<file path="config.mk">
export PLATFORM = sky130hd
export DESIGN_NAME = gop_csr
export DESIGN_NICKNAME = d
export VERILOG_FILES = /design/src/design/gop_pkg.sv /design/src/design/gop_csr.sv
export SDC_FILE = /design/constraint.sdc
export NUM_CORES = 1
export LEC_CHECK = 0
export BUFFER_PORTS_ARGS = -buffer_cell sky130_fd_sc_hd__buf_2
export CAP_MARGIN = 5
export CORE_MARGIN = 2
export CORE_UTILIZATION = 30
export DETAILED_ROUTE_END_ITERATION = 10
export PLACE_DENSITY = 0.79
export RECOVER_POWER = 25
export SLEW_MARGIN = 20
export SYNTH_ARGS = -nofsm -noshare
export SYNTH_HDL_FRONTEND = slang
export SYNTH_SLANG_ARGS = --single-unit
</file>
<file path="constraint.sdc">
create_clock -name clock -period 3 [get_ports clock]
set_clock_uncertainty 0.05 [all_clocks]
set_input_delay 0.45 -clock clock [delete_from_list [all_inputs] [get_ports clock]]
set_output_delay 0.45 -clock clock [all_outputs]
set_load 0.05 [all_outputs]
</file>
<file path="src/design/gop_pkg.sv">
package gop_pkg;

   // Tile geometry, fixed by the payload fields
   localparam int TILE_ROWS = 4;
   localparam int TILE_COLS = 8;
   localparam int TILE_SIZE = TILE_ROWS * TILE_COLS;

   localparam int ACC_BITS     = 48;
   localparam int ROW_IDX_BITS = 2;
   localparam int COL_IDX_BITS = 3;

   // Register widths and limits
   localparam int DEPTH_BITS = 7;
   localparam int ROWS_BITS  = 3;
   localparam int COLS_BITS  = 4;

   localparam logic [DEPTH_BITS-1:0] MAX_DEPTH   = DEPTH_BITS'(64);
   localparam logic [DEPTH_BITS-1:0] DEPTH_RESET = DEPTH_BITS'(64);
   localparam logic [ROWS_BITS-1:0]  ROWS_RESET  = ROWS_BITS'(TILE_ROWS);
   localparam logic [COLS_BITS-1:0]  COLS_RESET  = COLS_BITS'(TILE_COLS);

   // Register map
   localparam int CSR_ADDR_BITS = 4;
   localparam int CSR_DATA_BITS = 32;
   localparam int REG_IDX_BITS  = 2;

   localparam logic [REG_IDX_BITS-1:0] REG_DEPTH     = 2'd0;
   localparam logic [REG_IDX_BITS-1:0] REG_ROWS_USED = 2'd1;
   localparam logic [REG_IDX_BITS-1:0] REG_COLS_USED = 2'd2;

   typedef struct packed {
      logic [DEPTH_BITS-1:0] depth;
      logic [ROWS_BITS-1:0]  rows_used;
      logic [COLS_BITS-1:0]  cols_used;
   } gop_cfg_type;

   // One tile entry on its way out
   typedef struct packed {
      logic                    vld;
      logic [ROW_IDX_BITS-1:0] tile_row;
      logic [COL_IDX_BITS-1:0] tile_col;
      logic [ACC_BITS-1:0]     sum_value;
      logic                    last;
   } gop_entry_type;

   typedef struct packed {
      logic load;
      logic shift;
   } gop_drain_ctl_type;

endpackage

</file>
<file path="src/design/gop_csr.sv">
module gop_csr (
   input  logic                                 clock,
   input  logic                                 reset,
   input  logic                                 psel,
   input  logic                                 penable,
   input  logic                                 pwrite,
   input  logic [gop_pkg::CSR_ADDR_BITS-1:0]    paddr,
   input  logic [gop_pkg::CSR_DATA_BITS-1:0]    pwdata,
   output logic [gop_pkg::CSR_DATA_BITS-1:0]    prdata,
   output logic                                 pready,
   output gop_pkg::gop_cfg_type                 cfg
);
   gop_pkg::gop_cfg_type                cfg_ff;
   logic [gop_pkg::REG_IDX_BITS-1:0]    reg_idx;
   logic                                wr_en;

   assign pready  = 1'b1;
   assign reg_idx = paddr[gop_pkg::CSR_ADDR_BITS-1:2];
   assign wr_en   = psel && penable && pwrite;

   always_ff @(posedge clock) begin
      if (reset) begin
         cfg_ff.depth     <= gop_pkg::DEPTH_RESET;
         cfg_ff.rows_used <= gop_pkg::ROWS_RESET;
         cfg_ff.cols_used <= gop_pkg::COLS_RESET;
      end else if (wr_en) begin
         case (reg_idx)
            gop_pkg::REG_DEPTH: begin
               cfg_ff.depth <= pwdata[gop_pkg::DEPTH_BITS-1:0];
            end
            gop_pkg::REG_ROWS_USED: begin
               cfg_ff.rows_used <= pwdata[gop_pkg::ROWS_BITS-1:0];
            end
            gop_pkg::REG_COLS_USED: begin
               cfg_ff.cols_used <= pwdata[gop_pkg::COLS_BITS-1:0];
            end
            default: begin
            end
         endcase
      end
   end

   always_comb begin
      case (reg_idx)
         gop_pkg::REG_DEPTH:     prdata = gop_pkg::CSR_DATA_BITS'(cfg_ff.depth);
         gop_pkg::REG_ROWS_USED: prdata = gop_pkg::CSR_DATA_BITS'(cfg_ff.rows_used);
         gop_pkg::REG_COLS_USED: prdata = gop_pkg::CSR_DATA_BITS'(cfg_ff.cols_used);
         default:                prdata = '0;
      endcase
   end

   assign cfg = cfg_ff;
endmodule

</file>
Word level (Yosys, flattened, before mapping)
Cells that the tools add are included.
Widths: inputs -> output; s select.
{"block": "word_totals", "input_bits": 41, "output_inout_bits": 47, "regBits": 14, "word_cells": 12}
{"block": "op_classes", "n_eq_ne": 2, "n_mux": 1, "reduce_logical": 6}
{"op": "$pmux 7 s3", "count": 1}
{"op": "$reduce_and 2->1", "count": 3}
{"op": "$eq 2x1->1 const B", "count": 1}
{"op": "$eq 2x2->1 const B", "count": 1}
{"op": "$logic_and 1x1->1", "count": 2}
{"op": "$logic_not 2->1", "count": 1}

Logic depth before layout (Yosys ltp)
{"block": "depth", "word_depth": 3, "ltp_mapped": 4, "ltp_nobuf": 3}

Worst setup path before layout
Ideal clock, no wire load.
{"block": "synth_path", "path_type": "register to output", "start": "register cfg_ff, in the netlist cfg[0]", "end": "output prdata[0] (netlist bit)", "path_slack_ps": 998, "required_time_ps": 2500, "stages_incl_launch_ff": 3, "arrival_time_ps": 1502, "path_cell_list": "dfxtp_1 mux2i_1 o21ai_1"}
{"block": "synth_via", "elab_chain_cells": 1}
{"element": "start: declaration", "line": "gop_csr.sv:13", "rtl": "gop_pkg::gop_cfg_type cfg_ff;"}
{"element": "$pmux 7 s3", "line": "gop_csr.sv:44", "rtl": "case (reg_idx)"}
{"element": "end: declaration", "line": "gop_csr.sv:9", "rtl": "output logic [gop_pkg::CSR_DATA_BITS-1:0] prdata,"}
Every way passes these cells.

Worst setup path in the final report
{"block": "layout_path", "start": "input paddr[2] (netlist bit)", "end": "output prdata[6] (netlist bit)"}
{"block": "layout_via", "elab_chain_cells": 2}
{"element": "start: declaration", "line": "gop_csr.sv:7", "rtl": "input logic [gop_pkg::CSR_ADDR_BITS-1:0] paddr,"}
{"element": "$eq 2x2->1, or another cell as far along", "line": "gop_csr.sv:44"}
{"element": "$pmux 7 s3 (*)", "line": "gop_csr.sv:44"}
Every way passes the cells marked *; elsewhere a longest branch is shown, timed or not.

==> metrics.txt <==
# IOs 88; pin count of the biggest net entering global routing 19; routed wire length per instance 10.3 um; mux cell area share after synthesis 13.8%; ranking of synthesized cells by area dfxtp_1 (30%), buf_4 (22%), mux2i_1 (14%), nand2b_1 (7.3%), buf_6 (2.4%); Synth Area in Adders 0%; crit share post-route 69.2%; Yosys top cell by area dfxtp_1; detailed placer's ending HPWL 1430 um; max-cap violations 0; asr flop ratio synth 0%; Post-CTS Setup Inserts 0; leakage power 0.521 nW; WP data arrival 1.58 ns; worst path cell trace clkbuf_1 > nor2_1 > and2_1 > buf_2; CTS Root Cell clkbuf_4; Power Density 447 nW/um2; die height 60.1 um; Mapped Area 943 um2; share of cells above drive strength 1 28.1%; row count 20; Hold Path Sink cfg[11]; RSZ-0062 raised after global routing no; worst path bufs/invs 2; I/O Buffers 34; vias in the first global route 633; Critical R2R Launch cfg[6]; Clock Sink Count 14; CP Launch Type primary input; Primary FF master, synth dfxtp_1; Overflow after GRT 0; CTS tree yes; CP delay by family, top simple AND/OR/NAND/NOR gates; sequential-to-total area share from yosys stat 29.7%; #FFs+latches synth 14; Routed Antenna Nets 0; Post-DP Area 1020 um2; crit path kind primary input to output port; Reg-to-Reg End cfg[6]; leading cell type in the layout, fill and taps excluded buf_2; Slowest-stage cell, CP nor2_1; status complete, no violations; router iterations before antenna repair 2; CTS Buf Count 3; fin area 1030 um2; Hold Path Class primary input to flop; Post-synth EDFFs 0; initial antenna violation count 0; Max Clock Freq 482 MHz; first-pass GRT wire length 2820 um; nets@finish 177; Max IR drop VDD 0.000269 V; post-synthesis compound-gate area fraction 7.43%; DR DRC count 0; Worst R2R Setup Slack 2.28 ns; Via Count 728; Reg clk slew, reported paths 0.09 ns; hold path start pwdata[4]; Tmin final 2.08 ns; ant diodes 0; worst reg-to-reg path cell count 1; worst slew pin tran 0.539 ns; htree depth 1; most frequent cells in the layout buf_2 (32), conb_1 (26), dfxtp_1 (14); YS warnings 0; Largest register FFs 14; Yosys top cell area share 29.7%; Area Growth Syn to Fin 9.55%; Core ar. 3030 um2; DR vias/cell 4.07; critical path required time 2.50 ns; Final setup viols 0; clk_lat worst skew 0.28 ns; Initial Util 31.2%; Fillers 342; post-synth cell types 22; gpl congestion 0.683; hold_buf cts 0; number of DRC markers in iteration 0 14; Final Hold Viols 0; CTS max path bufs 2; main combinational cell family by area after synthesis buffers and inverters; Crit Path Max Fanout 11; full die area 3610 um2; Slew Limit Fails 0; Avg Cell Area, Syn 9.07 um2; post_cts resized 0; synthesized instance count 104; Simple-Gate Fraction of Synth Area 23.2%; crit end category output port; Post-Synth XOR/XNOR Area 0%; worst relative slew slack 64.1%; Max stage delay on crit path 0.44 ns; Global Route Usage Sum 10.9%; wirelength, routed 1840 um; Min Hold Slack 0.358 ns; worst hold stages 3; Die X 60.1 um; Fin Setup TNS 0 ns
## synthesized netlist by cell type, types with 2 or more instances
library cell,instances
nand3_1,3
conb_1,2
and2_1,3
buf_6,2
mux2i_1,13
buf_4,28
a211o_1,2
nor2_1,3
and3_1,2
nand2_1,5
o31ai_1,3
dfxtp_1,14
a21oi_1,3
nand2b_1,11
o21ai_1,3
## power by group
part / internal (W) / switching, W
clock network: 0.0000739 / 0.0000666
logic: 0.0000196 / 0.000112
registers: 0.000188 / 0.00000184
## kinds of logic after synthesis
logic type      count (synthesis)
buf+inv                        31
simple gates                   33
mux                            13
other cells                     2
flops                          14
compound gates                 11
## through the flow
step	instances	utilization [%]	setup slack, ns	power (W)
3_5_place_dp	175	33.8	1.11	0.000330
5_1_grt	179	34.1	0.796	0.000482
3_3_place_gp	175	33.8	1.09	0.000330
2_1_floorplan	128	-	0.998	0.000341
4_1_cts	179	35.0	1.10	0.000469
6_report	179	34.1	0.923	0.000462
## area by class of cell
type / instances / area, um2 / area share (%)
clock buffer: 4 / 36.3 / 3.51
multi-input combinational: 83 / 494 / 47.8
tap: 44 / 55.1 / 5.33
sequential: 14 / 280 / 27.1
timing repair buffer: 34 / 168 / 16.2
## worst min-delay path: stages
cell and delay [ns]:
buf_2 0.10, nand3_1 0.05, a21oi_1 0.05
## worst max-delay path by stage
| stage | cells after the start | startpoint | end |
|---|---|---|---|
| after floorplan | 2 | cfg[0] | prdata[0] |
| after global placement | 5 | paddr[3] | prdata[0] |
| after detailed placement | 5 | paddr[3] | prdata[0] |
| after CTS | 5 | paddr[3] | prdata[0] |
| after global routing | 4 | paddr[2] | prdata[4] |
| final | 4 | paddr[2] | prdata[6] |
## per-layer routing
metal  global-route usage (%)  wire, um  vias up
met5                        0         0        -
met4                     2.86        11        0
met3                     4.33       166        2
met2                     18.3       886       37
met1                     12.7       780      333
li1                         -         -      356
No activity file was read; power rests on OpenSTA's default activity.
