<file path="config.mk">
export PLATFORM = sky130hd
export DESIGN_NAME = gop_drain_cell
export DESIGN_NICKNAME = d
export VERILOG_FILES = /design/src/design/gop_pkg.sv /design/src/design/gop_drain_cell.sv
export SDC_FILE = /design/constraint.sdc
export NUM_CORES = 1
export LEC_CHECK = 0
export ABC_AREA = 1
export ABC_CLOCK_PERIOD_IN_PS = 3300
export BUFFER_PORTS_ARGS = -buffer_cell sky130_fd_sc_hd__buf_2
export CAP_MARGIN = 20
export CORE_AREA = 2 2 102 64
export DETAILED_ROUTE_END_ITERATION = 8
export DIE_AREA = 0 0 104 66
export HOLD_SLACK_MARGIN = 0.03
export PLACE_DENSITY = 0.75
export SKIP_LAST_GASP = 1
export SLEW_MARGIN = 20
export SYNTH_ARGS = -nofsm -noshare
export SYNTH_HDL_FRONTEND = slang
export SYNTH_SLANG_ARGS = --single-unit
</file>
<file path="constraint.sdc">
create_clock -name clock -period 3.3 [get_ports clock]
set_input_delay 0.165 -clock clock [delete_from_list [all_inputs] [get_ports clock]]
set_output_delay 0.165 -clock clock [all_outputs]
set_load 0.01 [all_outputs]
</file>
<file path="src/design/gop_pkg.sv">
package gop_pkg;

   // Tile geometry, fixed by the payload fields
   localparam int TILE_ROWS = 4;
   localparam int TILE_COLS = 8;
   localparam int TILE_SIZE = TILE_ROWS * TILE_COLS;

   localparam int ACC_BITS     = 48;
   localparam int ROW_IDX_BITS = 2;
   localparam int COL_IDX_BITS = 3;

   // Register widths and limits
   localparam int DEPTH_BITS = 7;
   localparam int ROWS_BITS  = 3;
   localparam int COLS_BITS  = 4;

   localparam logic [DEPTH_BITS-1:0] MAX_DEPTH   = DEPTH_BITS'(64);
   localparam logic [DEPTH_BITS-1:0] DEPTH_RESET = DEPTH_BITS'(64);
   localparam logic [ROWS_BITS-1:0]  ROWS_RESET  = ROWS_BITS'(TILE_ROWS);
   localparam logic [COLS_BITS-1:0]  COLS_RESET  = COLS_BITS'(TILE_COLS);

   // Register map
   localparam int CSR_ADDR_BITS = 4;
   localparam int CSR_DATA_BITS = 32;
   localparam int REG_IDX_BITS  = 2;

   localparam logic [REG_IDX_BITS-1:0] REG_DEPTH     = 2'd0;
   localparam logic [REG_IDX_BITS-1:0] REG_ROWS_USED = 2'd1;
   localparam logic [REG_IDX_BITS-1:0] REG_COLS_USED = 2'd2;

   typedef struct packed {
      logic [DEPTH_BITS-1:0] depth;
      logic [ROWS_BITS-1:0]  rows_used;
      logic [COLS_BITS-1:0]  cols_used;
   } gop_cfg_type;

   // One tile entry on its way out
   typedef struct packed {
      logic                    vld;
      logic [ROW_IDX_BITS-1:0] tile_row;
      logic [COL_IDX_BITS-1:0] tile_col;
      logic [ACC_BITS-1:0]     sum_value;
      logic                    last;
   } gop_entry_type;

   typedef struct packed {
      logic load;
      logic shift;
   } gop_drain_ctl_type;

endpackage

</file>
<file path="src/design/gop_drain_cell.sv">
module gop_drain_cell (
   input  logic                       clock,
   input  logic                       reset,
   input  gop_pkg::gop_drain_ctl_type ctl,
   input  gop_pkg::gop_entry_type     load_entry,
   input  gop_pkg::gop_entry_type     next_entry,
   output gop_pkg::gop_entry_type     cur_entry
);
   gop_pkg::gop_entry_type entry_ff;

   // only the valid bit is reset, the rest is payload
   always_ff @(posedge clock) begin
      if (reset) begin
         entry_ff.vld <= 1'b0;
      end else if (ctl.load) begin
         entry_ff <= load_entry;
      end else if (ctl.shift) begin
         entry_ff <= next_entry;
      end
   end

   assign cur_entry = entry_ff;
endmodule

</file>
* Word level (Yosys, flattened, before mapping)
Cells that the tools add are included.
** Word-level totals
- Logic and storage cells :: 10
- Register bits :: 55
- Output and inout bits :: 55
- Memory bits (read-only) :: 0
- Memories kept :: 0
- Input port bits :: 114
- Bits in writable memories :: 0
- Latch bits :: 0
** Cells by class
- Equality and inequality tests :: 0
- Bitwise logic cells :: 1
- Order comparisons :: 0
- Divide/modulo/power cells :: 0
- $mul :: 0
- $add $sub $neg :: 0
- Shifts and indexed selects :: 0
- Multiplexer cells :: 2
- Reductions and logical operators :: 2
** Operator list (count)
- two-way mux 55 bit :: 2
- AND reduction 2 bit :: 1
- nonzero test 2 bit :: 1
- NOT 1 bit :: 1

* Logic depth before layout (Yosys ltp)
- Depth after elaboration :: 2
- Depth in mapped cells :: 5
- Gate-level depth less buffers :: 5

* Least setup slack after synthesis
No wires, ideal clock.
- Kind :: input to register
- Start :: input ctl[1] (netlist name)
- End :: register entry_ff (netlist bit cur_entry[0]), enable pin
- Data required time :: 2833 ps
- Buffers on the path :: 0
- Library setup time :: 467 ps
- Stages on the path :: 2
- Data arrival time :: 2491 ps
- Setup slack :: 342 ps
- Cell sequence :: nor2_1 nor2_1
** Between the ends
- Word-level cells in the longest chain between the ends :: 2
** Ends and longest elaborated chain
- from (decl) :: line gop_drain_cell.sv:4 : input gop_pkg::gop_drain_ctl_type ctl,
- nonzero test 2 bit (no line)
- AND reduction 2 bit (no line)
- to (signal assigned) :: line gop_drain_cell.sv:16 : entry_ff <= load_entry;
- to (signal assigned) :: line gop_drain_cell.sv:18 : entry_ff <= next_entry;
- to (decl) :: line gop_drain_cell.sv:9 : gop_pkg::gop_entry_type entry_ff;
No other way between the ends.
A chain may end at the register's enable or synchronous reset.

* Worst setup path in the final report
- Start :: input ctl[1] (netlist name)
- End :: register entry_ff (netlist bit cur_entry[33]) (data pin)
** Between the ends
- Word-level cells in the longest chain between the ends :: 1
** Ends and longest elaborated chain
- two-way mux 55 bit :: line gop_drain_cell.sv:15 : end else if (ctl.load) begin
No other way between the ends.

==> results.json <==
{
  "status": "finished, final reports clean",
  "number_of_global_route_vias_before_repair": 2040,
  "finalCritPeriodShare_pct": 44.57,
  "worst_ep_arrival_time_ps": 1520,
  "final_layout_size_suffix_gt1_share_pct": 44.09,
  "critical_path.slowest_cell": "sky130_fd_sc_hd__inv_2",
  "groute.usage.overall_pct": 17.20,
  "worst-r2r-cell-count": 4,
  "drt_first_iter_violations": 124,
  "detail_route.drc_violations": 0,
  "rsz0062_at_grt": "no",
  "cts_made_buffers": 5,
  "ir_drop_mv": 0.1975,
  "stdcell_area_mm2": 0.003347,
  "clock_power_share_pct": 23.7,
  "globalRoute.totalOverflow": 0,
  "power_leakage_uw": 0.001744,
  "critical-path-max-stage-delay_ps": 500,
  "drt-vias-per-instance": 4.502,
  "n_antenna_cell": 0,
  "fp.coreArea_mm2": 0.005946,
  "min_delay_worst_endpoint": "cur_entry[21]",
  "proportion_of_synthesized_chip_area_in_sequential_cells_pct": 69.13,
  "cts_hold_repair.buffers": 0,
  "placed_area_mm2": 0.003266,
  "fin_max_slew_vios": 0,
  "placed_cells": 482,
  "largest_register_ffs": 55,
  "hold_path.class": "in2reg",
  "cts_sinks": 55,
  "sequentialPowerShare_pct": 58.6,
  "setup.worst_path.start": "ctl[1]",
  "synth_area_leaders": "sky130_fd_sc_hd__edfxtp_1 68%, sky130_fd_sc_hd__nand2_1 26%, sky130_fd_sc_hd__buf_6 1.9%",
  "critical_path.max_fanout": 56,
  "die-width_um": 104,
  "grt_antenna_before_repair": 0,
  "clock-root-buffer": "sky130_fd_sc_hd__clkbuf_8",
  "ys_ff_latch": 55,
  "period_minus_slack_ps": 1471,
  "cp.buffers_inverters": 3,
  "initial_core_util_pct": 39.94,
  "path_delay_family": "buffers and inverters",
  "synth_top_area_cell": "sky130_fd_sc_hd__edfxtp_1",
  "pwr_density_cell_mw_per_mm2": 439.5,
  "worstPathCellList": "buf_2 > buf_4 > inv_2 > nand2_1 > nand2_1",
  "finalSetupTns_ps": 0,
  "worstHoldStart": "next_entry[21]",
  "instances_no_fill": 490,
  "floorplan.rows": 22,
  "fin_nets": 519,
  "switching_share_pct": 24.51,
  "switchingPower_uw": 360.5,
  "postSynthNetCount": 352,
  "post_synth_num_cell_types": 10,
  "wl_per_cell_um": 12.24,
  "ys_warn_count": 0,
  "cts_max_level": 2,
  "number_of_failing_setup_endpoints_in_the_final_timing_report": 0,
  "comb_power_share_pct": 17.7,
  "hold_depth": 3,
  "netlist_area_mm2": 0.002375,
  "ios": 169,
  "tritoncts_clock_tree": "yes",
  "port_buffers": 168,
  "detailed_place_hpwl_um": 4511,
  "r2r_slack_ps": 2670,
  "cp-end-kind": "register",
  "crit_type": "in2reg",
  "timing.critical_path.required_ps": 3350,
  "fmax_ghz": 0.6799,
  "totalWireLength_um": 5998,
  "setup_fix_buffers_added_after_clock_tree_synthesis": 0,
  "slew_at_the_pin_closest_to_its_max_slew_limit_ps": 864.8,
  "global_route_wire_length_before_repair_um": 9183,
  "maximum_number_of_pins_on_one_net_before_global_route_repair": 57,
  "die_y_um": 66,
  "worst_clock_skew_ps": 0,
  "route.vias.total": 2206,
  "routed_antenna_nets": 0,
  "ctsLongestPathBuffers": 2,
  "synth_top_area_share_pct": 68.28,
  "hold_viol_final": 0,
  "number_of_fill_cells_in_the_layout": 554,
  "critical-path-top-cell-by-count": "sky130_fd_sc_hd__nand2_1",
  "cell_count_after_synthesis": 238,
  "max_cap_violations": 0,
  "worst_slew_margin_rel_pct": 42.26,
  "critical_path.reg2reg.startpoint": "cur_entry[54]",
  "number_of_cells_upsized_or_downsized_after_cts": 0,
  "routabilityCongestion": 0.7977,
  "path_clk_slew_ps": 90,
  "drt-pass1-iter-count": 4,
  "total_die_area_mm2": 0.006864,
  "post_synthesis_average_cell_area_um2": 9.978,
  "worstSetupStartpointType": "primary input",
  "worst_skew_pair.late_latency_ps": 290,
  "flow.area_growth_from_synthesis_pct": 40.94,
  "r2r-end": "cur_entry[54]",
  "cell_internal_pwr_uw": 1110
}
==> worst reg2reg max path: stages, from the launching register on <==
cell	delay, ps
sky130_fd_sc_hd__dfxtp_1	330
sky130_fd_sc_hd__nand2_1	60
sky130_fd_sc_hd__nand3_1	60
sky130_fd_sc_hd__nand2_1	60
sky130_fd_sc_hd__inv_1	30
==> cells in the mapped netlist (all sizes together) <==
cell type	number
nor2	2
nand2	165
buf	11
dfxtp	1
nand3	2
edfxtp	54
inv	3
==> through the flow <==
stage               worst slack [ps]  utilization (%)  total power (uW)  hold WS, ps
detailed placement              1499            54.92              1142        434.4
global placement                1573            54.92              1133        429.1
global route                    1663            56.29              1546        117.7
CTS                             1822            56.29              1490        116.1
floorplan                      341.9                -             998.2        300.4
finish                          1829            56.29              1471        127.7
==> power by group through the flow <==
stage | combinational, uW | clock (uW) | sequential (uW)
detailed placement | 263 | 0 | 878
global route | 291 | 387 | 869
floorplan | 80.2 | 0 | 918
CTS | 264 | 363 | 863
finish | 260 | 349 | 862
global placement | 257 | 0 | 876
==> layer usage <==
| layer | vias up | wire [um] | GRT usage (%) |
|---|---|---|---|
| met5 | - | 0 | 0 |
| met4 | 0 | 27 | 4.054 |
| met3 | 4 | 707 | 7.389 |
| met2 | 118 | 2830 | 28.70 |
| met1 | 994 | 2432 | 20.96 |
| li1 | 1090 | - | - |
==> area by class of cell <==
cell class | instances | area, um^2 | share of cell area [%]
clock buffers | 7 | 76.32 | 2.280
repair buffers | 171 | 863.3 | 25.79
flip-flops and latches | 55 | 1642 | 49.05
inverters | 3 | 11.26 | 0.3364
multi-input cells | 169 | 644.4 | 19.25
clock inverters | 1 | 5.005 | 0.1495
well taps | 84 | 105.1 | 3.140
==> cell families after synthesis <==
| kind of cell | count (synthesis) | share of synthesized area [%] |
|---|---|---|
| and+or+nand+nor | 169 | 26.82 |
| DFF | 55 | 69.13 |
| buffers and inverters | 14 | 4.056 |
==> how the worst max path moves through the flow <==
stage	cells past startpoint	end
after floorplan	2	cur_entry[0]
after global placement	5	cur_entry[40]
after detailed placement	5	cur_entry[33]
after CTS	5	cur_entry[33]
after global routing	7	cur_entry[54]
final	5	cur_entry[33]
==> cell usage in the layout, fill, tap and decap left out, drive strengths merged <==
master,synthesis,layout
clkinv,0,1
buf,11,171
dfxtp,1,1
clkbuf,0,7
inv,3,3
nor2,2,2
nand2,165,165
nand3,2,2
edfxtp,54,54
(Power assumes the default switching activity.)
