$ cat src/design/gop_pkg.sv
package gop_pkg;

   // Tile geometry, fixed by the payload fields
   localparam int TILE_ROWS = 4;
   localparam int TILE_COLS = 8;
   localparam int TILE_SIZE = TILE_ROWS * TILE_COLS;

   localparam int ACC_BITS     = 48;
   localparam int ROW_IDX_BITS = 2;
   localparam int COL_IDX_BITS = 3;

   // Register widths and limits
   localparam int DEPTH_BITS = 7;
   localparam int ROWS_BITS  = 3;
   localparam int COLS_BITS  = 4;

   localparam logic [DEPTH_BITS-1:0] MAX_DEPTH   = DEPTH_BITS'(64);
   localparam logic [DEPTH_BITS-1:0] DEPTH_RESET = DEPTH_BITS'(64);
   localparam logic [ROWS_BITS-1:0]  ROWS_RESET  = ROWS_BITS'(TILE_ROWS);
   localparam logic [COLS_BITS-1:0]  COLS_RESET  = COLS_BITS'(TILE_COLS);

   // Register map
   localparam int CSR_ADDR_BITS = 4;
   localparam int CSR_DATA_BITS = 32;
   localparam int REG_IDX_BITS  = 2;

   localparam logic [REG_IDX_BITS-1:0] REG_DEPTH     = 2'd0;
   localparam logic [REG_IDX_BITS-1:0] REG_ROWS_USED = 2'd1;
   localparam logic [REG_IDX_BITS-1:0] REG_COLS_USED = 2'd2;

   typedef struct packed {
      logic [DEPTH_BITS-1:0] depth;
      logic [ROWS_BITS-1:0]  rows_used;
      logic [COLS_BITS-1:0]  cols_used;
   } gop_cfg_type;

   // One tile entry on its way out
   typedef struct packed {
      logic                    vld;
      logic [ROW_IDX_BITS-1:0] tile_row;
      logic [COL_IDX_BITS-1:0] tile_col;
      logic [ACC_BITS-1:0]     sum_value;
      logic                    last;
   } gop_entry_type;

   typedef struct packed {
      logic load;
      logic shift;
   } gop_drain_ctl_type;

endpackage

$ cat src/design/gop_mac_cell.sv
module gop_mac_cell #(
   parameter int ELEM_BITS = 16
) (
   input  logic                              clock,
   input  logic                              reset,
   input  logic                              mul_en,
   input  logic signed [ELEM_BITS-1:0]       a_val,
   input  logic signed [ELEM_BITS-1:0]       b_val,
   input  logic                              acc_en,
   input  logic                              acc_clear,
   output logic [gop_pkg::ACC_BITS-1:0]      sum_out
);
   localparam int PROD_BITS = 2 * ELEM_BITS;

   logic signed [PROD_BITS-1:0]          prod_ff;
   logic signed [PROD_BITS-1:0]          prod_in;
   logic signed [gop_pkg::ACC_BITS-1:0]  prod_ext;
   logic [gop_pkg::ACC_BITS-1:0]         acc_ff;
   logic [gop_pkg::ACC_BITS-1:0]         acc_in;

   assign prod_in = a_val * b_val;

   always_comb begin
      prod_ext = gop_pkg::ACC_BITS'(prod_ff);
      sum_out  = acc_ff + prod_ext;
      acc_in   = acc_clear ? '0 : sum_out;
   end

   always_ff @(posedge clock) begin
      if (mul_en) begin
         prod_ff <= prod_in;
      end
   end

   always_ff @(posedge clock) begin
      if (reset) begin
         acc_ff <= '0;
      end else if (acc_en) begin
         acc_ff <= acc_in;
      end
   end
endmodule

$ cat config.mk
export PLATFORM = sky130hd
export DESIGN_NAME = gop_mac_cell
export DESIGN_NICKNAME = d
export VERILOG_FILES = /design/src/design/gop_pkg.sv /design/src/design/gop_mac_cell.sv
export SDC_FILE = /design/constraint.sdc
export NUM_CORES = 1
export LEC_CHECK = 0
export ABC_AREA = 0
export ABC_CLOCK_PERIOD_IN_PS = 7500
export BUFFER_PORTS_ARGS = -buffer_cell sky130_fd_sc_hd__buf_4
export CORE_UTILIZATION = 33
export CTS_CLUSTER_SIZE = 40
export DETAILED_ROUTE_END_ITERATION = 16
export PLACE_DENSITY = 0.54
export RECOVER_POWER = 25
export SYNTH_ARGS = -nofsm -noshare
export SYNTH_HDL_FRONTEND = slang
export SYNTH_SLANG_ARGS = --single-unit
export TNS_END_PERCENT = 20
$ cat constraint.sdc
create_clock -name clock -period 7.5 [get_ports clock]
set_input_delay 0.375 -clock clock [delete_from_list [all_inputs] [get_ports clock]]
set_output_delay 0.375 -clock clock [all_outputs]
set_load 0.02 [all_outputs]
# Word-level counts from Yosys, hierarchy flattened

Index checks and enable logic that the tools add are counted.

Add/sub/neg operators: 1
Multipliers: 1
Divide/modulo/power cells: 0
$lt $le $gt $ge: 0
Equality and inequality tests: 0
Shift operators: 0
Multiplexer cells: 1
Bitwise logic cells: 0
Reductions and logical operators: 0

Operators with widths:

| kind             | count |
|---|---|
| $add A48 B48 Y48 | 1 |
| $mux W48         | 1 |
| $mul A16 B16 Y32 | 1 |

Flip-flop bits (word level): 80
Latch bits: 0
Bits in writable memories: 0
Bits in read-only memories: 0
Input bits: 37
Output and inout port bits: 48
Memories kept: 0

# Depth between registers and ports, before layout

Depth after elaboration: 2
Mapped depth: 25
Depth with buffers taken out: 24

# Least setup slack after synthesis

Ideal clock, no wire load.

Kind: input-to-reg
Start: input port b_val[7]
End: register prod_ff[31] (data pin)
Setup time: 0.258 ns
Data arrival time: 5.806 ns
Slack: 1.436 ns
Stages: 23
Buffers on the path: 1
Path through: clkbuf_1 nand2_1 fa_1 inv_1 fa_1 inv_1 fa_1 inv_1 fa_1 fa_1 inv_1 fa_1 inv_1 ha_1 and4_1 o2111a_1 o21ai_0 a21oi_1 o21ai_0 a311oi_1 nand4_1 a31o_2 xnor2_1

Word-level cells in the longest chain between the ends: 1

RTL lines:

| element              | RTL line           | RTL |
|---|---|---|
| from (decl)          | gop_mac_cell.sv:8  | `input logic signed [ELEM_BITS-1:0] b_val,` |
| $mul A16 B16 Y32     | gop_mac_cell.sv:21 | `assign prod_in = a_val * b_val;` |
| net prod_in[31]      | gop_mac_cell.sv:16 | `logic signed [PROD_BITS-1:0] prod_in;` |
| to (signal assigned) | gop_mac_cell.sv:31 | `prod_ff <= prod_in;` |
| to (decl)            | gop_mac_cell.sv:15 | `logic signed [PROD_BITS-1:0] prod_ff;` |

The timed path passes the listed nets, and every way through them passes these cells.
A chain may end at the register's enable or synchronous reset.

# Worst setup path after layout

Start: input port a_val[14]
End: register prod_ff[31] (data pin)

Word-level cells in the longest chain between the ends: 1

RTL lines:

| element          | RTL line           | RTL |
|---|---|---|
| from (decl)      | gop_mac_cell.sv:7  | `input logic signed [ELEM_BITS-1:0] a_val,` |
| $mul A16 B16 Y32 | gop_mac_cell.sv:21 |  |
| net prod_in[31]  | gop_mac_cell.sv:16 |  |

The timed path passes the listed nets, and every way through them passes these cells.

==> metrics.log <==
[metrics] Post-Syn Area per Cell: ~9 um2
[metrics] number of enable-type register cells in the synthesized netlist: 32
[metrics] clock-pin transition on the worst setup and hold timing paths: 60 ps
[metrics] Reg2Reg Launch Point: prod_ff[0]$_DFFE_PP_
[metrics] Inserted Diodes: 0
[metrics] leading cell types in the layout, fill and taps excluded: sky130_fd_sc_hd__inv_1 (337), sky130_fd_sc_hd__fa_1 (263), sky130_fd_sc_hd__nand2_1 (164)
[metrics] die area: 0.0473 mm2
[metrics] Yosys warnings: 0
[metrics] register bit total from synthesis: 80
[metrics] Final HPWL DP: 31600 um
[metrics] hold buffer count at CTS: 0
[metrics] Worst Hold Slack: 355 ps
[metrics] final worst clock skew: approximately 12 ps
[metrics] number of setup buffers added after CTS: 0
[metrics] status: finished, violations left
[metrics] Skew-Pair Late Insertion Delay: between 300 and 400 ps
[metrics] CTS max path bufs: 2
[metrics] synthesized instance count: around 1700
[metrics] initial standard-cell utilization of the core: 0.336
[metrics] number of cell rows: ~80
[metrics] Vias: 11400
[metrics] number of fill cells: around 4700
[metrics] Main synth FF type: sky130_fd_sc_hd__dfxtp_1
[metrics] end of the worst register-to-register path: acc_ff[40]$_SDFFE_PP0P_
[metrics] beginning of the worst hold path: acc_clear
[metrics] most common cell after layout, fill and taps aside: sky130_fd_sc_hd__inv_1
[metrics] Worst Tran Pin Value: between 1500 and 2000 ps
[metrics] clock tree from TritonCTS: built
[metrics] largest cells by area after synthesis: sky130_fd_sc_hd__fa_1 (34%), sky130_fd_sc_hd__ha_1 (11%), sky130_fd_sc_hd__inv_1 (8.3%)
[metrics] floorplan die height: between 200 and 250 um
[metrics] Reg2Reg Setup Slack: around 3800 ps
[metrics] Placed Instances: around 2300
[metrics] Final GP Congestion: around 0.85
[metrics] TritonCTS sink count: 80
[metrics] I/O pin count: 85
[metrics] Post-Synthesis Cell Area: between 0.015 and 0.02 mm2
[metrics] maximum number of pins on one net before global-route repair: between 40 and 50
[metrics] number of global-route vias before repair: between 10000 and 15000
[metrics] total negative slack for setup checks: 0 ps
[metrics] core area: between 0.04 and 0.05 mm2
[metrics] worst min-delay path class: primary input to flop
[metrics] final-report max-slew violation count: 33
[metrics] net count after synthesis: 2136
[metrics] data arrival time of the critical path: about 6300 ps
[metrics] non-filler cells in the finished layout: ~2400
[metrics] top fanout value on the critical path: 16
[metrics] number of levels in the clock H-tree: 3
[metrics] critical path startpoint category: primary input
[metrics] Die X: between 200 and 250 um
[metrics] Setup crit end kind: flop
[metrics] final hold violations: 0
[metrics] critical path required time: between 7000 and 8000 ps
[metrics] average wire per cell in the routed design: 16.5 um
[metrics] DRC errors left: 0
[metrics] Starting DRT DRC Count: between 600 and 700
[metrics] shortest period the worst path allows: between 6000 and 7000 ps
[metrics] cell count of the worst reg-to-reg path: 11
[metrics] share of the yosys chip area belonging to registers: 0.125
[metrics] Antenna Nets Post-Route: 0
[metrics] Buffers on Ports: 84
[metrics] Root Driver: sky130_fd_sc_hd__clkbuf_16
[metrics] slew margin rel.: -0.128
[metrics] end point of the worst hold path: acc_ff[0]$_SDFFE_PP0P_
[metrics] endpoints failing setup: 0
[metrics] critical path class: primary input to flop
[metrics] violations in the final reports: capacitance limit, slew limit
[metrics] Detailed Route WL: 38700 um
[metrics] total CTS buffers: 9
[metrics] proportion of synthesized flip-flops having asynchronous set or reset: 0
[metrics] cell taking the most area after synthesis: sky130_fd_sc_hd__fa_1
[metrics] gr usage total: 0.169
[metrics] initial antenna violation count: 0
[metrics] cell depth of the worst hold path: 3
[metrics] number of iterations in the first detailed-routing pass: 6
[metrics] growth of design area from synthesis to finish: 9.32%
[metrics] unrepaired setup endpoints after global routing: no
[metrics] count of maximum capacitance violations: 1
[metrics] residual overflow from global routing: 0
[metrics] Peak Freq: about 160 MHz
[metrics] cts repair resizes: 0
[metrics] share of the synthesized area in the top cell type: 0.344
[metrics] share of post-route cells with drive strength above 1: 0.0708
[metrics] number of nets in the layout: roughly 2200
[metrics] wire length of the first global-routing pass: roughly 64000 um
[metrics] count of different cell masters after synthesis: a little under 70
[metrics] period utilisation layout: 0.830
[metrics] drt via density: 4.83
-- sequential cells by signal, indices dropped and copies added (netlist names) --
register,count
prod_ff,32
acc_ff,48
-- critical path, stage by stage --
cell	delay (ps)
sky130_fd_sc_hd__buf_4	180
sky130_fd_sc_hd__and2_1	200
sky130_fd_sc_hd__fa_1	530
sky130_fd_sc_hd__inv_1	60
sky130_fd_sc_hd__fa_1	540
sky130_fd_sc_hd__inv_1	60
sky130_fd_sc_hd__fa_1	490
sky130_fd_sc_hd__fa_1	510
sky130_fd_sc_hd__fa_1	490
sky130_fd_sc_hd__inv_1	50
sky130_fd_sc_hd__fa_1	470
sky130_fd_sc_hd__inv_1	50
sky130_fd_sc_hd__ha_1	350
sky130_fd_sc_hd__and3_1	220
sky130_fd_sc_hd__o2111a_1	190
sky130_fd_sc_hd__o21ai_0	110
sky130_fd_sc_hd__a21oi_1	260
sky130_fd_sc_hd__o21ai_0	210
sky130_fd_sc_hd__a311oi_1	440
sky130_fd_sc_hd__nand4_1	180
sky130_fd_sc_hd__a31o_2	230
sky130_fd_sc_hd__xnor2_1	120
-- logic make-up after synthesis --
logic type	count (synthesis)	share of synthesized area
simple gates	477	0.155
buf+inv	395	0.0983
flops	80	0.125
compound gates	290	0.130
xor+xnor	73	0.0417
fa+ha+maj	392	0.449
-- final cells by class --
type | count | area [um2] | area share
multi-input cells | 1232 | 11900 | 0.710
flip-flops and latches | 80 | 1920 | 0.115
inverters | 337 | 1260 | 0.0755
well taps | 600 | 751 | 0.0448
repair buffers | 87 | 646 | 0.0386
clock buffers | 9 | 225 | 0.0134
clock inverters | 7 | 46.3 | 0.00276
-- Yosys cell counts (7+ instances only) --
master	n
sky130_fd_sc_hd__ha_1	129
sky130_fd_sc_hd__or2_2	7
sky130_fd_sc_hd__a22o_1	13
sky130_fd_sc_hd__nor2b_1	32
sky130_fd_sc_hd__nand2_1	164
sky130_fd_sc_hd__inv_1	337
sky130_fd_sc_hd__o21ai_0	33
sky130_fd_sc_hd__edfxtp_1	32
sky130_fd_sc_hd__a31oi_1	10
sky130_fd_sc_hd__a21o_1	43
sky130_fd_sc_hd__o21bai_1	9
sky130_fd_sc_hd__nand2b_1	13
sky130_fd_sc_hd__nand3_1	13
sky130_fd_sc_hd__dfxtp_1	48
sky130_fd_sc_hd__and2_1	130
sky130_fd_sc_hd__nor2_1	79
sky130_fd_sc_hd__a211oi_1	15
sky130_fd_sc_hd__clkbuf_1	54
sky130_fd_sc_hd__xnor2_1	52
sky130_fd_sc_hd__nand4_1	8
sky130_fd_sc_hd__a21oi_1	88
sky130_fd_sc_hd__xor2_1	21
sky130_fd_sc_hd__o21a_1	12
sky130_fd_sc_hd__and3_1	7
sky130_fd_sc_hd__fa_1	263
-- per-layer routing --
metal,up-vias,part of all wire,GRT usage
met5,-,0,0
met4,0,0.014,0.0338
met3,41,0.039,0.0172
met2,239,0.44,0.272
met1,5589,0.51,0.247
li1,5483,-,-
-- per-stage QoR --
stage / util / area, um2 / setup slack [ps]
2_1_floorplan: - / 15300 / 1440
3_3_place_gp: 0.362 / 16500 / 977
3_5_place_dp: 0.362 / 16500 / 901
4_1_cts: 0.368 / 16800 / 1280
5_1_grt: 0.367 / 16700 / 935
6_report: 0.367 / 16700 / 1280
-- worst max-delay path by stage --
stage / start / end / slack [ps] / cells after the start
floorplan: b_val[7] / prod_ff[31]$_DFFE_PP_ / 1440 / 23
detailed placement: a_val[14] / prod_ff[31]$_DFFE_PP_ / 900 / 22
finish: a_val[14] / prod_ff[31]$_DFFE_PP_ / 1280 / 22
global placement: a_val[7] / prod_ff[31]$_DFFE_PP_ / 980 / 23
CTS: a_val[7] / prod_ff[31]$_DFFE_PP_ / 1280 / 22
global route: a_val[7] / prod_ff[31]$_DFFE_PP_ / 930 / 22
Power is left out: the tool's default activity adds up to more than one toggle a clock period on the data nets, which glitch-free logic cannot reach.
